$ cat src/hdl/lubr_pkg.sv
// ----------------------------------------------------------------------------
// lubr_pkg
// shared types and constants of the longest unique byte run block
// ----------------------------------------------------------------------------
package lubr_pkg;

  // byte in, 16-bit length out: these widths are fixed by the interface
  localparam int unsigned BYTE_W     = 8;
  localparam int unsigned LENGTH_W   = 16;
  // depth of the front-to-back queue and of the result queue
  localparam int unsigned QUEUE_DEPTH = 2;

  // one classified byte on its way from front to back
  typedef struct packed {
    logic [BYTE_W-1:0]   sym;   // folded table index
    logic [LENGTH_W-1:0] pos;   // position in the string
    logic                skip;  // string ran past the position range
    logic                last;  // final byte of the string
  } lubr_item_t;

  // one result transaction
  typedef struct packed {
    logic [LENGTH_W-1:0] longest_length;
    logic                too_long;
  } lubr_result_t;

endpackage

$ cat src/hdl/lubr_front.sv
// ----------------------------------------------------------------------------
// lubr_front
// accepts bytes, folds them onto the table and tags each with its position
// ----------------------------------------------------------------------------
module lubr_front
  import lubr_pkg::*;
#(
  parameter int unsigned POSITION_BITS = 16,
  parameter int unsigned ALPHABET_SIZE = 256
) (
  input  logic              clk_i,
  input  logic              rst_ni,
  input  logic              push_i,
  input  logic [BYTE_W-1:0] byte_value_i,
  input  logic              end_of_string_i,
  output logic              full_o,
  // toward the queue
  input  logic              q_full_i,
  output logic              q_push_o,
  output lubr_item_t        q_item_o
);

  localparam int unsigned SymW  = $clog2(ALPHABET_SIZE);
  localparam int unsigned PosW  = (POSITION_BITS > LENGTH_W) ? LENGTH_W : POSITION_BITS;
  localparam logic [PosW-1:0] PosLimit = '1;

  logic [SymW-1:0] fold_tab [256];
  logic [PosW-1:0] pos_q, pos_d;
  logic            accept;
  logic            skip;

  // constant fold table: byte value modulo alphabet size
  for (genvar g = 0; g < 256; g++) begin : g_fold
    localparam int unsigned FoldVal = g % ALPHABET_SIZE;
    assign fold_tab[g] = SymW'(FoldVal);
  end

  assign full_o   = q_full_i;
  assign accept   = push_i && !q_full_i;
  assign q_push_o = accept;
  // position counter parks at the limit, so reaching it marks overflow
  assign skip     = (pos_q == PosLimit);

  always_comb begin
    q_item_o      = '0;
    q_item_o.sym  = BYTE_W'(fold_tab[byte_value_i]);
    q_item_o.pos  = LENGTH_W'(pos_q);
    q_item_o.skip = skip;
    q_item_o.last = end_of_string_i;
  end

  always_comb begin
    pos_d = pos_q;
    if (accept) begin
      if (end_of_string_i) begin
        pos_d = '0;
      end else if (!skip) begin
        pos_d = pos_q + 1'b1;
      end
    end
  end

  always_ff @(posedge clk_i or negedge rst_ni) begin
    if (!rst_ni) begin
      pos_q <= '0;
    end else begin
      pos_q <= pos_d;
    end
  end

endmodule

$ cat config.mk
export PLATFORM = sky130hd
export DESIGN_NAME = lubr_front
export DESIGN_NICKNAME = d
export VERILOG_FILES = /design/src/hdl/lubr_pkg.sv /design/src/hdl/lubr_front.sv
export SDC_FILE = /design/constraint.sdc
export NUM_CORES = 1
export LEC_CHECK = 0
export BUFFER_PORTS_ARGS = -buffer_cell sky130_fd_sc_hd__buf_2
export CAP_MARGIN = 20
export CORE_ASPECT_RATIO = 1.75
export CORE_MARGIN = 2
export CORE_UTILIZATION = 25
export CTS_CLUSTER_DIAMETER = 50
export DETAILED_ROUTE_END_ITERATION = 10
export GPL_TIMING_DRIVEN = 1
export PLACE_DENSITY_LB_ADDON = 0.3
export SLEW_MARGIN = 20
export SYNTH_ARGS = -nofsm -noshare
export SYNTH_HDL_FRONTEND = slang
export SYNTH_SLANG_ARGS = --single-unit
$ cat constraint.sdc
create_clock -name clk_i -period 5.2 [get_ports clk_i]
set_input_delay 0.52 -clock clk_i [delete_from_list [all_inputs] [get_ports clk_i]]
set_output_delay 0.52 -clock clk_i [all_outputs]
set_load 0.005 [all_outputs]
## Word level (Yosys, flattened, before mapping)

Memories as Yosys holds them, arrays and structs flattened.
Index checks and enable logic that the tools add are counted.

- Bits of input ports: 13
- Memory bits (read-only): 2048
- Memories kept: 1
- Word-level logic and storage cells: 14
- Flip-flop bits (word level): 16
- Output and inout port bits: 28

- Equality and inequality tests: 2
- Add/subtract/negate cells: 1
- Magnitude comparators: 1
- Bitwise operators: 1
- Muxes and demuxes: 4
- Reduce and logical (&&, ||, !) cells: 3

Memory list:

| name | words | bits a word | rd ports | clocked after Yosys merged registers in | wr ports | line | source |
|---|---|---|---|---|---|---|---|
| (no name shown) | 256 | 8 | 1 | 0 | 0 | lubr_front.sv:46 | `q_item_o.sym = BYTE_W'(fold_tab[byte_value_i]);` |

Operators by type and width:

| kind | count |
|---|---|
| $mux W16 | 2 |
| $add A16 B1 Y16 const B | 1 |
| $eq A16 B16 Y1 const B | 1 |
| $mux W8 | 2 |
| $ge A9 B9 Y1 const B | 1 |
| $not A8 Y9 | 1 |
| $ne A2 B2 Y1 const B | 1 |
| $reduce_and A2 Y1 | 1 |
| $logic_and A1 B1 Y1 | 1 |
| $logic_not A1 Y1 | 1 |

## Logic depth before layout (Yosys ltp)

- Word-level depth: 4
- Gate-level depth with buffers: 7
- Gate-level depth less buffers: 6

## Worst setup path after synthesis

No wires, ideal clock.

- Path type: register -> output
- Start: register pos_q[0]
- End: output q_item_o[1] (netlist bit)
- Required time: 4.680 ns
- Path buffers: 2
- Stages on the path, launching flop included: 7
- Setup slack: 3.036 ns
- Data arrival time: 1.644 ns
- Cells stage by stage: dfrtp_1 > ha_1 > nand4_1 > or4_4 > buf_6 > inv_2 > buf_4

- Longest elaborated chain between the ends: 1

RTL lines:

| what | line | source |
|---|---|---|
| start: declaration | lubr_front.sv:28 | `logic [PosW-1:0] pos_q, pos_d;` |
| start signal: assignment | lubr_front.sv:67 | `pos_q <= pos_d;` |
| $eq A16 B16 Y1 | lubr_front.sv:42 | `assign skip = (pos_q == PosLimit);` |
| end: declaration | lubr_front.sv:20 | `output lubr_item_t q_item_o` |

Every way passes these cells.

==> out/results.tsv <==
metric	value	unit
antenna violations before repair	0	
later-pin clock latency in the skew report	0.25	ns
Final period util	50.49	%
Syn Area/Cell	8.468	um^2
GPL Wtd Cong	0.8103	
CP Capture Type	output port	
register area	400.4	um^2
FFs w/ async S/R, synth	100.0	%
Synth Area in Compound Gates	18.74	%
via count	1128	
Post-Synth XOR/XNOR Area	0	%
Die Span Y	94.45	um
clock-pin slew on the worst setup and hold paths	0.06	ns
IO Port Bufs	24	
largest net degree at the start of global routing	24	
kind of critical path	flop to output port	
top-level I/O count	41	
Pleak	0.5604	nW
Adder-Cell Fraction of Synth Area	1.071	%
Post-DP HPWL	2390	um
Worst R2R Start	pos_q[0]	
worst path arrival time	2.11	ns
DRC Markers	0	
num rows	32	
Layout area overhead	8.779	%
FILL cells	494	
initial drt markers	38	
multiplexer share of the synthesized area	0	%
Relative slew margins	43.93	%
post-cts repair resize count	0	
Max-Cap Viols	0	
run status	completed	
Post-synth EDFFs	0	
filler-free cell count of the finished design	197	
antenna violation net count after detailed routing	0	
final hold violations	0	
main combinational cell family by area after synthesis	simple AND/OR/NAND/NOR gates	
crit path max fanout	8	
Simple-Gate Fraction of Synth Area	33.51	%
post-route clock skew	0.003745	ns
mapped cell area	1169	um^2
# diodes	0	
wire per inst	16.38	um
Reg with most FFs	pos_q	
via density per instance	5.726	
leading area contributor after synthesis	dfrtp_1	
RSZ-0062 raised after global routing	no	
P per Cell Area	250.9	nW/um^2
synthesized net count	152	
maximum VDD drop	0.1496	mV
synth warn	0	
CTS Hold Bufs	0	
nets@finish	162	
total grt overflow	0	
Top Registers	pos_q x16	
global-route usage over all layers	12.41	%
DRT Pass-1 Iters	4	
Worst setup startpoint	pos_q[0]	
multi-input logic area	623.1	um^2
dpl cell area	1230	um^2
WL met2	1747	um
setup_tns	0	ns
die area	5259	um^2
number of global-route vias before repair	1144	
CP startpoint kind	flop	
share of layout cells above drive strength 1	21.92	%
Placed Cells	194	
Clock Tree Root	clkbuf_8	
Final Max Slew Viols	0	
clock tree buffer depth	2	
CTS tree	done	
final instance area	1271	um^2
Post-Syn Instances	138	
Core ar.	4444	um^2
die width	55.69	um
final worst path period need	2.626	ns
CTS Buf Count	3	
Synth top area share	34.26	%
Largest register FFs	16	
Synth top cells by count	16 x dfrtp_1, 12 x nand2_1, 11 x buf_4, 11 x nand3_1	
DR WL met3	148	um
post-synthesis sequential area ratio	34.26	%
WL final	3227	um
most frequent cell after synthesis	dfrtp_1	
Sink Count	16	
Hold Crit Class	primary input to async pin	
predominant post-synthesis flop cell	dfrtp_1	
Post-CTS Setup Inserts	0	
H-tree depth	1	
Met1 Wirelength	1216	um
worst slew pin tran	0.8410	ns
top sig layer	met4	
CP Data Required Time	4.68	ns
fmax	380.9	MHz
synthesized flop and latch total	16	
first-pass GRT wire length	5195	um
library cells used by synthesis	38	
Setup-failing EPs final	0	
most area-consuming cells after synthesis	dfrtp_1 34%, buf_4 7.1%, nand3_1 4.7%	
Initial Util	26.30	%
==> cell type report <==
cell class,instances,share of cell area (%)
repair buffers,24,9.449
well taps,51,5.020
multi-input cells,97,49.02
clock buffers,3,3.248
inverters,6,1.772
flip-flops and latches,16,31.50
==> through the flow <==
step,setup WS [ns],hold WS [ns],util [%],total power [mW]
4_1_cts,2.584,0.1965,28.60,0.3227
5_1_grt,2.487,0.2126,28.60,0.3386
3_5_place_dp,2.788,0.4692,27.67,0.2272
2_1_floorplan,3.036,0.2244,-,0.2010
6_report,2.574,0.1822,28.60,0.3190
3_3_place_gp,2.836,0.4670,27.67,0.2266
==> logic make-up after synthesis <==
family,Yosys count
simple gates,66
compound gates,30
buf+inv,25
flops,16
fa+ha+maj,1
==> path summary, 6_finish.rpt <==
path / endpoint / slack [ns] / depth (start not counted)
setup / recovery: q_item_o[1] / 2.57 / 5
hold / removal: pos_q[5] / 0.18 / 1
setup reg to reg: pos_q[2] / 3.06 / 5
hold reg to reg: pos_q[13] / 0.61 / 1
max in group asynchronous: pos_q[11] / 4.74 / 1
min in group clk_i: pos_q[13] / 0.61 / 1
==> per-layer routing <==
| metal | up-vias | track usage [%] |
|---|---|---|
| li1 | 538 | - |
| met1 | 535 | 13.01 |
| met2 | 43 | 22.72 |
| met3 | 12 | 2.329 |
| met4 | 0 | 7.317 |
| met5 | - | 0 |
==> worst max-delay path, stage by stage (launching register included) <==
cell,delay [ns]
dfrtp_1,0.49
ha_1,0.28
nand4_1,0.24
or4_4,0.61
inv_2,0.12
buf_2,0.12
==> cell usage in the layout (no fill, tap or decap), types with 2 or more instances in the layout <==
cell,netlist,routed
a41oi_1,2,2
dfrtp_1,16,16
o211ai_1,2,2
and3_1,8,8
nor4_1,2,2
nor2_1,4,4
nand2_1,12,12
a21oi_1,8,8
and4_1,4,4
nand4_1,5,5
inv_1,5,5
a211o_1,2,2
clkbuf_8,0,3
nand3_1,11,11
a31oi_1,4,4
or4_4,2,2
buf_2,2,24
or4_1,2,2
o311ai_1,3,3
nor3_1,8,8
a311oi_1,2,2
o311ai_0,3,3
==> power by group <==
group	switching (mW)	leakage, nW	total, mW	internal (mW)
combinational	0.0314	0.339	0.0589	0.0275
clock	0.0428	0.0216	0.0942	0.0514
sequential	0.0277	0.200	0.166	0.138
total	0.102	0.560	0.319	0.217
No activity file was read; power rests on OpenSTA's default activity.
