$ cat config.mk
export PLATFORM = sky130hd
export DESIGN_NAME = lubr_fifo
export DESIGN_NICKNAME = d
export VERILOG_FILES = /design/src/hdl/lubr_fifo.sv
export SDC_FILE = /design/constraint.sdc
export NUM_CORES = 1
export LEC_CHECK = 0
export BUFFER_PORTS_ARGS = -buffer_cell sky130_fd_sc_hd__buf_2
export CAP_MARGIN = 20
export CORE_AREA = 2 2 39 41
export CTS_CLUSTER_DIAMETER = 100
export DETAILED_ROUTE_END_ITERATION = 8
export DIE_AREA = 0 0 41 43
export GPL_TIMING_DRIVEN = 0
export PLACE_DENSITY = 0.35
export SLEW_MARGIN = 20
export SYNTH_ARGS = -nofsm -noshare
export SYNTH_HDL_FRONTEND = slang
export SYNTH_SLANG_ARGS = --single-unit
$ cat constraint.sdc
create_clock -name clk_i -period 3.55 [get_ports clk_i]
set_clock_uncertainty 0.15 [all_clocks]
set_input_delay 0.71 -clock clk_i [delete_from_list [all_inputs] [get_ports clk_i]]
set_output_delay 0.71 -clock clk_i [all_outputs]
set_load 0.01 [all_outputs]
$ cat src/hdl/lubr_fifo.sv
// ----------------------------------------------------------------------------
// lubr_fifo
// small register fifo with full and empty flags
// ----------------------------------------------------------------------------
module lubr_fifo #(
  parameter int unsigned WIDTH = 1,
  parameter int unsigned DEPTH = 2
) (
  input  logic             clk_i,
  input  logic             rst_ni,
  input  logic             push_i,
  input  logic [WIDTH-1:0] data_i,
  output logic             full_o,
  input  logic             pop_i,
  output logic [WIDTH-1:0] data_o,
  output logic             empty_o
);

  localparam int unsigned PtrW = (DEPTH > 1) ? $clog2(DEPTH) : 1;
  localparam int unsigned CntW = $clog2(DEPTH + 1);

  logic [WIDTH-1:0] entry_q [DEPTH];
  logic [PtrW-1:0]  wr_ptr_q, wr_ptr_d;
  logic [PtrW-1:0]  rd_ptr_q, rd_ptr_d;
  logic [CntW-1:0]  cnt_q, cnt_d;
  logic             do_push, do_pop;

  assign full_o  = (cnt_q == CntW'(DEPTH));
  assign empty_o = (cnt_q == '0);
  assign do_push = push_i && !full_o;
  assign do_pop  = pop_i && !empty_o;
  assign data_o  = entry_q[rd_ptr_q];

  always_comb begin
    wr_ptr_d = wr_ptr_q;
    rd_ptr_d = rd_ptr_q;
    cnt_d    = cnt_q;
    if (do_push) begin
      wr_ptr_d = (wr_ptr_q == PtrW'(DEPTH - 1)) ? '0 : wr_ptr_q + 1'b1;
    end
    if (do_pop) begin
      rd_ptr_d = (rd_ptr_q == PtrW'(DEPTH - 1)) ? '0 : rd_ptr_q + 1'b1;
    end
    if (do_push && !do_pop) begin
      cnt_d = cnt_q + 1'b1;
    end else if (do_pop && !do_push) begin
      cnt_d = cnt_q - 1'b1;
    end
  end

  always_ff @(posedge clk_i or negedge rst_ni) begin
    if (!rst_ni) begin
      wr_ptr_q <= '0;
      rd_ptr_q <= '0;
      cnt_q    <= '0;
    end else begin
      wr_ptr_q <= wr_ptr_d;
      rd_ptr_q <= rd_ptr_d;
      cnt_q    <= cnt_d;
    end
  end

  always_ff @(posedge clk_i) begin
    if (do_push) begin
      entry_q[wr_ptr_q] <= data_i;
    end
  end

endmodule

# Word-level counts from Yosys, hierarchy flattened
# Memories as Yosys holds them, arrays and structs flattened.
# Index checks and enable logic that the tools add are counted.
dict set report classes {
  add_sub_neg 4
  n_eq_ne 1
  n_reduce_logical 10
  n_mux 6
}
# cell n
set ops {}
lappend ops {{$logic_and A1 B1 Y1} 4}
lappend ops {{$logic_not A1 Y1} 4}
lappend ops {{$mux W1} 4}
lappend ops {{$mux W2} 2}
lappend ops {{$add A1 B1 Y1 const B} 2}
lappend ops {{$add A2 B1 Y2 const B} 1}
lappend ops {{$eq A2 B2 Y1 const B} 1}
lappend ops {{$logic_not A2 Y1} 1}
lappend ops {{$reduce_bool A2 Y1} 1}
lappend ops {{$sub A2 B1 Y2 const B} 1}
dict set report totals {
  out_inout_bits 3
  inputBits 5
  mem_count 1
  register_bits 4
  word_cells 25
  ram_bits 2
}
# name depth word_bits rd rd_ports_with_merged_regs wr line
set mem_list {}
lappend mem_list {entry_q 2 1 1 0 1 22} ;# logic [WIDTH-1:0] entry_q [DEPTH];

# Depth between registers and ports, before layout
dict set report depth {
  depth_word 7
  depth_mapped 7
  depth_no_buf 7
}

# Least setup slack after synthesis
# OpenSTA, ideal clock, no wires.
dict set report synth_timing {
  kind {input-to-reg}
  startpoint {in push_i}
  endpoint {reg cnt_q[1]}
  setup_ps 79
  path_slack_ps 1931
  t_required_ps 3321
  cell_stages 5
  arrival_time_ps 1390
  n_path_buf 0
  path_cell_list {nand2_1 -> inv_1 -> ha_1 -> nor2_1 -> xor2_1}
}
dict set report synth_via {
  elab_chain_cells 4
  elab_cells_between_ends 6
  classes_between {mux (1); reduce/logical (5)}
}
# element line
set synth_lines {}
lappend synth_lines {{start, declared} 11} ;# input logic push_i,
lappend synth_lines {{$logic_and A1 B1 Y1 *} 30} ;# assign do_push = push_i && !full_o;
lappend synth_lines {{$logic_not A1 Y1} 46} ;# end else if (do_pop && !do_push) begin
lappend synth_lines {{$logic_and A1 B1 Y1} 46}
lappend synth_lines {{$reduce_bool A2 Y1 (no source line)} -}
lappend synth_lines {{end signal, assigned} 59} ;# cnt_q <= cnt_d;
lappend synth_lines {{end, declared} 25} ;# logic [CntW-1:0] cnt_q, cnt_d;
# Mark *: on every way between the ends. The rest lies on a longest branch, timed or not.
# A chain may end at the register's enable or synchronous reset.

# Worst setup path in the final report
dict set report layout_timing {
  startpoint {reg rd_ptr_q}
  endpoint {out data_o}
}
dict set report layout_via {
  elab_chain_cells 1
}
# element line
set layout_lines {}
lappend layout_lines {{start, declared} 24} ;# logic [PtrW-1:0] rd_ptr_q, rd_ptr_d;
lappend layout_lines {{start signal, assigned} 58} ;# rd_ptr_q <= rd_ptr_d;
lappend layout_lines {{$mem_v2 Z2 W1} -}
lappend layout_lines {{end, declared} 15} ;# output logic [WIDTH-1:0] data_o,
# Every way passes these cells.

==> reports/qor.yml <==
run_status:
  status: "complete, no violations"
yosys:
  synth_warnings: 0
  synth-seq-cells: 6
  synth_cell_types: 12
  synthesis.nets: 28
  ys_seq_area_frac: 0.5981
  syn_area_um2: 267.8
  netlist_instances: 22
  avgSynthCellArea_um2: 12.17
worst_hold_path:
  hold_class: "in2async"
sta:
  max_freq_ghz: 0.5138
  period_share: 0.5482
  maxSlewHeadroom: 0.8576
  setup_viol: 0
  hold_viol: 0
  slew_viol_final: 0
  rsz0062_at_grt: "false"
  layout_setup_ws_ps: 1604
  fin_crit_ps: 1946
  holdWs_ps: 106.5
  fin_setup_tns_ps: 0
  worst_pin_slew_ps: 212.2
worst_setup_path:
  end_kind: "primary output"
  crit_path_max_fanout: 2
  arrival_ps: 1090
  ff2ff_path_depth: 7
  setup.worst_path.start: "rd_ptr_q"
  rr_endpoint: "cnt_q[1]"
  r2r_slack_ps: 1940
  critical_path_class: "reg2out"
  cp.required_ps: 2690
  crit_path_start_kind: "flip-flop"
  rr_startpoint: "cnt_q[0]"
cells_and_area:
  fin_nets: 40
  area_growth_pct: 30.37
  fillers: 145
  fin_cells: 49
  layout-drive-gt1-share: 0.3333
  final-seq-area_um2: 160.2
  multi_input_area_um2: 100.1
  diodes: 0
grt:
  grt_usage: 0.06694
  antenna_found_initial: 0
  grt_max_degree: 6
  grt_overflow: 0
  grt_pass1_wl_um: 738
  grt_pass1_vias: 185
power:
  internal_power_mw: 0.2079
  power_density_mw_per_mm2: 901.0
  swShare: 0.3389
  p_clk_frac: 0.222
  switchingPower_mw: 0.1066
  ir_drop_v: 0.0002167
  combPwrFrac: 0.363
  p_leak_nw: 0.1699
  seqPwrFrac: 0.415
  finalPower_mw: 0.3145
route:
  wire_per_inst_um: 8.571
  routed_wl_um: 420
  dr.pass1.iters: 3
  drc_errors: 0
  via_per_inst: 3.735
  drtIter0Drc: 4
  num_vias: 183
  ant_nets: 0
place:
  post-place-ws_ps: 1770
  io_buffers: 7
  gp_congestion: 0.6581
  dp_cells: 45
cts:
  cts_tree: "yes"
  worst_skew_pair.late_latency_ps: 250
  cts_max_path_buffers: 2
  holdBufCountCts: 0
  cts_sinks: 6
  postCtsSetupRepairBufs: 0
  cts-htree-levels: 1
  post_cts_resized: 0
  cts-root-buf: "clkbuf_4"
  numCtsBuffers: 3
  clk_pin_slew_ps: 50
die:
  io_pins: 8
  start_util: 0.1935
  core_mm2: 0.001384
  die_x_um: 41
  dieArea_mm2: 0.001763
  die_h_um: 43
  rows: 14
run:
  max_cap_viol_count: 0
## placed cells by master (no fill, tap or decap)
| master | Yosys | routed |
|---|---|---|
| nand2_1 | 1 | 1 |
| ha_1 | 1 | 1 |
| mux2_2 | 1 | 1 |
| edfxtp_1 | 2 | 2 |
| inv_1 | 2 | 2 |
| nor2_1 | 3 | 3 |
| dfrtp_1 | 4 | 4 |
| buf_2 | 0 | 7 |
| nand2b_1 | 1 | 1 |
| xor2_1 | 2 | 2 |
| clkbuf_1 | 0 | 1 |
| and3_1 | 1 | 1 |
| clkbuf_4 | 0 | 3 |
| o21ai_1 | 1 | 1 |
| xnor2_1 | 3 | 3 |
## routing by layer
metal	global-route usage	vias to the layer above	share of wire
met4	0.06000	0	0.050
met3	0.03141	2	0.043
met5	0	-	0
met1	0.08306	83	0.45
li1	-	92	-
met2	0.08125	6	0.45
## worst max path at each step
stage	endpoint	slack [ps]
floorplan	cnt_q[1]	1930
global placement	cnt_q[1]	1770
detailed placement	cnt_q[1]	1770
CTS	data_o	1580
global route	data_o	1560
finish	data_o	1600
## Yosys cell counts
cell      instances  share of area
nand2_1           1          0.014
o21ai_1           1          0.019
and3_1            1          0.023
nor2_1            3          0.042
nand2b_1          1          0.023
xor2_1            2          0.065
dfrtp_1           4           0.37
edfxtp_1          2           0.22
inv_1             2          0.028
mux2_2            1          0.042
ha_1              1          0.047
xnor2_1           3          0.098
## metrics by stage
step	util	cell area [µm²]
4_1_cts	0.2523	349.1
5_1_grt	0.2523	349.1
3_3_place_gp	0.2333	322.8
6_report	0.2523	349.1
2_1_floorplan	-	267.8
3_5_place_dp	0.2333	322.8
## sequential cells by signal (all words and copies together) (netlist names)
signal	cells
wr_ptr_q	1
rd_ptr_q	1
entry_q	2
cnt_q	2
## worst max-delay path, stage by stage (launching register included)
cell and delay, ps:
dfrtp_1 370, mux2_2 340, buf_2 140
## power groups by stage
stage | Clock (mW) | Sequential, mW | Combinational, mW
floorplan | 0 | 0.126 | 0.0880
global placement | 0 | 0.131 | 0.115
detailed placement | 0 | 0.132 | 0.115
CTS | 0.0721 | 0.131 | 0.116
global route | 0.0751 | 0.135 | 0.130
finish | 0.0697 | 0.131 | 0.114
## logic make-up (layout without fill, tap and decap cells)
kind of cell	count (synthesis)	in the layout	share of synthesized area
buffers and inverters	2	13	0.02805
adders and majority gates	1	1	0.04672
and+or+nand+nor	6	6	0.1028
DFF	6	6	0.5982
xor gates and xnor gates	5	5	0.1636
AOI/OAI and AO/OA	1	1	0.01867
muxes	1	1	0.04205
## final cells by class
class,instances,share of cell area
multi-input combinational,14,0.2867
tap,16,0.05735
clock buffer,4,0.07527
timing repair buffer,7,0.1004
sequential,6,0.4588
inverter,2,0.02151
Power figures use the tool's default switching activity.
